<file path="config.mk">
export PLATFORM = sky130hd
export DESIGN_NAME = sid_ram
export DESIGN_NICKNAME = d
export VERILOG_FILES = /design/src/rtl/string_id_dictionary_defines.svh /design/src/rtl/sid_ram.sv
export SDC_FILE = /design/constraint.sdc
export NUM_CORES = 1
export LEC_CHECK = 0
export BUFFER_PORTS_ARGS = -buffer_cell sky130_fd_sc_hd__clkbuf_2
export CORE_ASPECT_RATIO = 0.8
export CORE_MARGIN = 3
export CORE_UTILIZATION = 48
export CTS_CLUSTER_SIZE = 30
export DETAILED_ROUTE_END_ITERATION = 7
export PLACE_DENSITY = 0.84
export SLEW_MARGIN = 30
export SYNTH_ARGS = -nofsm -noshare
export SYNTH_HDL_FRONTEND = slang
export SYNTH_SLANG_ARGS = --single-unit
</file>
<file path="constraint.sdc">
create_clock -name i_clk -period 1.2 [get_ports i_clk]
set_input_delay 0.18 -clock i_clk [delete_from_list [all_inputs] [get_ports i_clk]]
set_output_delay 0.18 -clock i_clk [all_outputs]
set_load 0.02 [all_outputs]
</file>
<file path="src/rtl/string_id_dictionary_defines.svh">
// assertion macros for the string id dictionary
`ifndef STRING_ID_DICTIONARY_DEFINES_SVH
`define STRING_ID_DICTIONARY_DEFINES_SVH
`ifndef SYNTH
`define SID_ASSERT_NEVER(label, clk, rst_n, expr) \
    label: assert property (@(posedge clk) disable iff (!rst_n) !(expr)) \
        else $error("sid assertion failed");
`define SID_ASSERT_IMP(label, clk, rst_n, ante, cons) \
    label: assert property (@(posedge clk) disable iff (!rst_n) (ante) |-> (cons)) \
        else $error("sid assertion failed");
`define SID_ASSERT_NEXT(label, clk, rst_n, ante, cons) \
    label: assert property (@(posedge clk) disable iff (!rst_n) (ante) |=> (cons)) \
        else $error("sid assertion failed");
`else
`define SID_ASSERT_NEVER(label, clk, rst_n, expr)
`define SID_ASSERT_IMP(label, clk, rst_n, ante, cons)
`define SID_ASSERT_NEXT(label, clk, rst_n, ante, cons)
`endif
`endif

</file>
<file path="src/rtl/sid_ram.sv">
// generic single write, single read ram with registered read data
module sid_ram #(
    parameter int WIDTH  = 8,
    parameter int DEPTH  = 2,
    parameter int ADDR_W = (DEPTH > 1) ? $clog2(DEPTH) : 1
) (
    input  logic              i_clk,
    input  logic              i_we,
    input  logic [ADDR_W-1:0] i_waddr,
    input  logic [WIDTH-1:0]  i_wdata,
    input  logic [ADDR_W-1:0] i_raddr,
    output logic [WIDTH-1:0]  o_rdata
);
    logic [WIDTH-1:0] r_mem [DEPTH];

    // write port and registered read port
    always_ff @(posedge i_clk) begin
        if (i_we) begin
            r_mem[i_waddr] <= i_wdata;
        end
        o_rdata <= r_mem[i_raddr];
    end
endmodule

</file>
==> Yosys cells after proc, flatten, opt, wreduce, memory -nomap -nowiden <==
Memory sizes are Yosys's and may differ from the RTL's. A register that Yosys moved wholly into a read port is not among the register bits.
Cells that the tools add are included.
{ "totals": {"wordCells": 3, "in_bits": 12, "regBits": 0, "romBits": 0, "n_memories": 1, "latch_bits": 0, "mem_bits_rw": 16} }
{ "op_classes": {"addsub": 0, "n_reduce_logical": 0, "n_mul": 0, "bitwise": 0, "n_div": 0, "magnitude_cmp": 0, "n_eq_ne": 0, "n_mux": 2, "n_shift": 0} }
{ "memory_table": {"columns": ["name", "depth", "width", "rd", "rd_ports_with_merged_regs", "write_ports", "line", "text"], "rows": [
  ["r_mem", 2, 8, 1, 1, 1, "sid_ram.sv:14", "logic [WIDTH-1:0] r_mem [DEPTH];"]
]} }
{ "op_table": {"columns": ["cell", "n"], "rows": [
  ["$mux 1", 2]
]} }

==> Longest topological paths before layout <==
{ "depth": {"word_depth": 2, "depth_mapped": 2} }

==> Worst setup path before layout <==
Ideal clock, no wire load.
{ "synth_timing": {"kind": "input -> register", "startpoint": "input i_we", "endpoint": "memory r_mem[0][0], enable pin", "cell_stages": 1, "path_slack_ns": 0.227, "required_ns": 0.827, "setup_ns": 0.373, "t_arrival_ns": 0.600, "path_buffers": 0, "cell_sequence": "nor2b_1"} }
{ "synth_between": {"elab_chain_len": 2} }
{ "synth_lines": {"columns": ["item", "line", "text"], "rows": [
  ["start: declaration", "sid_ram.sv:8", "input logic i_we,"],
  ["$mux 1", "sid_ram.sv:18", "if (i_we) begin"],
  ["$mux 1 (not written as such)", "sid_ram.sv:19", "r_mem[i_waddr] <= i_wdata;"],
  ["end: declaration", "sid_ram.sv:14", null]
]} }
No other way between the ends.

==> Final worst setup path <==
{ "layout_timing": {"startpoint": "register o_rdata[0], read port of r_mem", "endpoint": "output o_rdata[0]"} }
{ "layout_rtl": {"columns": ["item", "line", "text"], "rows": [
  ["start: declaration", "sid_ram.sv:12", "output logic [WIDTH-1:0] o_rdata"]
]} }
No word-level cell between the ends.

==> run metrics <==
Clock Tree Buf Depth 2; remaining antenna violation count after routing 0; post-CTS clock slew at the launch and capture registers of the worst setup and hold paths 0.11 ns; cell at the slowest stage of the critical path dfxtp_1; synthesized netlist cell count 35; fraction of layout instances using a drive strength above 1 0.5345; kind of critical path reg2out; power per cell area 1532 mW/mm2; Cell Area, Synth 784.5 um2; Final Wtd Congestion 0.7097; worst setup slack after layout 0.2388 ns; starting utilization of the core area 0.5387; startpoint class of the critical path flop; # DRC 0; total number of vias 336; critical path, cell by cell clkbuf_2; CP bufs+invs 1; Clock Latency Late Sink 0.29 ns; setup clock skew after layout 0.003646 ns; H-tree level count 1; Worst Setup Slack post-DPL 0.2556 ns; endpoints failing setup 0; synthesized flop and latch total 24; maximum number of pins on one net before global-route repair 14; transition time at the pin with the least slew margin 0.3539 ns; iteration count of the initial detailed-routing pass 3; Worst Path Max Fanout 1; via count of the first global-routing pass 328; share of synthesized area occupied by flip-flops and latches 0.8166; total stage count of the critical path 1; run status finished, final reports clean; setup repair after global routing missed its margin false; post-route clock period utilization 0.8010; average routed wire per standard cell 10.84 um; setup tns final 0 ns; chip height 42.16 um; Period minus WS final 0.9612 ns; sort of element at the end of the critical path output pin; upper clock frequency limit 1040 MHz; antenna diode count 0; placed standard-cell area 902.1 um2; CTS tree built; count of maximum capacitance violations 0; post-route total power 1.422 mW; wire length of the first global-routing pass 1449 um; dominant cell type by area after synthesis edfxtp_1; hold-fix buffers at CTS 0; final hold violation count 0; Hold Path Stages 1; CTS Buf Count 3; net count after synthesis 47; number of slew-limit violations in the final report 0; total track usage 0.09802; # clock sinks 24; distinct cell type count after synthesis 6; Resized Gates After CTS 0; Worst VDD drop 1.041 mV; cell depth of the worst flop-to-flop path 1; # nets final 71; clk root buf clkbuf_4; width of the die 51.20 um; detailed-route vias per instance 4.253; number of placed I/O pins 20; maximum single-stage delay on the critical path 0.32 ns; final design area excluding fillers 928.4 um2; PortBufs 19; initial antenna violation count 0; Pleak 0.3876 nW; average cell area after synthesis 22.41 um2; Ys Warns 0; Total Die Area 0.002159 mm2; DR iter-0 viols 3; path category of the worst min-delay check in2reg; std cell rows 12; CP delay by family, top flip-flops; post-synth top area share 0.6124; core outline area 0.001456 mm2; GR Overflow Total 0; critical path data arrival time 0.78 ns; Area Overhead vs Synth 18.34%; WL final 856 um; Slew HR 0.7640; critical path data required time 1.02 ns; most frequent cells in the layout clkbuf_2 (19), edfxtp_1 (16), mux2_4 (8), dfxtp_1 (8), clkbuf_4 (3); most area-consuming cells after synthesis edfxtp_1 (61%), dfxtp_1 (20%), mux2_4 (15%); number of buffers added for setup after CTS 0; most common cell after layout, fill and taps aside clkbuf_2
sequential cells by signal (all words and copies together), names as in the netlist:
signal   flops
r_mem       16
o_rdata      8
Yosys cell counts:
cell / number
edfxtp_1: 16
dfxtp_1: 8
buf_6: 1
mux2_4: 8
and2_1: 1
nor2b_1: 1
routing by layer:
metal  vias to the layer above  global-route usage  wire (um)  share of wire
met5                         -                   0          0              0
met2                        18              0.1414        364           0.43
met1                       140              0.1179        405           0.47
li1                        178                   -          -              -
met3                         0             0.06406         86           0.10
met4                         0             0.03226          0              0
area by class of cell:
class                      instances  area [um2]
clock buffer                       3       22.52
clock inverter                     1       3.754
timing repair buffer              20       102.6
fill                             111       528.0
tap                               21       26.28
sequential                        24       640.6
multi-input combinational         10       132.6
through the flow:
stage	cells	hold WS, ns	utilization
2_1_floorplan	35	0.2789	-
3_3_place_gp	75	0.3728	0.6194
3_5_place_dp	75	0.3725	0.6194
4_1_cts	79	0.05438	0.6375
5_1_grt	79	0.04314	0.6375
6_report	79	0.06587	0.6375
kinds of logic (layout without fill, tap and decap cells):
kind of cell	Yosys count	after routing	synth area share
buffers and inverters	1	24	0.01435
flip-flops	24	24	0.8166
multiplexers	8	8	0.1531
AND/OR/NAND/NOR	2	2	0.01596
path summary, 6_finish.rpt:
path / from / to / slack, ns
setup reg to reg: r_mem[0][4]$_DFFE_PP_ / o_rdata[4]$_DFF_P_ / 0.45
setup / recovery: o_rdata[0]$_DFF_P_ / o_rdata[0] / 0.24
hold reg to reg: r_mem[0][2]$_DFFE_PP_ / o_rdata[2]$_DFF_P_ / 0.48
hold / removal: i_wdata[2] / r_mem[1][2]$_DFFE_PP_ / 0.07
report_power, final:
part | leakage (nW) | internal (mW) | switching [mW]
Sequential | 0.218 | 0.946 | 0.0147
Combinational | 0.155 | 0.0680 | 0.0699
Clock | 0.0154 | 0.121 | 0.202
Power figures use the tool's default switching activity.
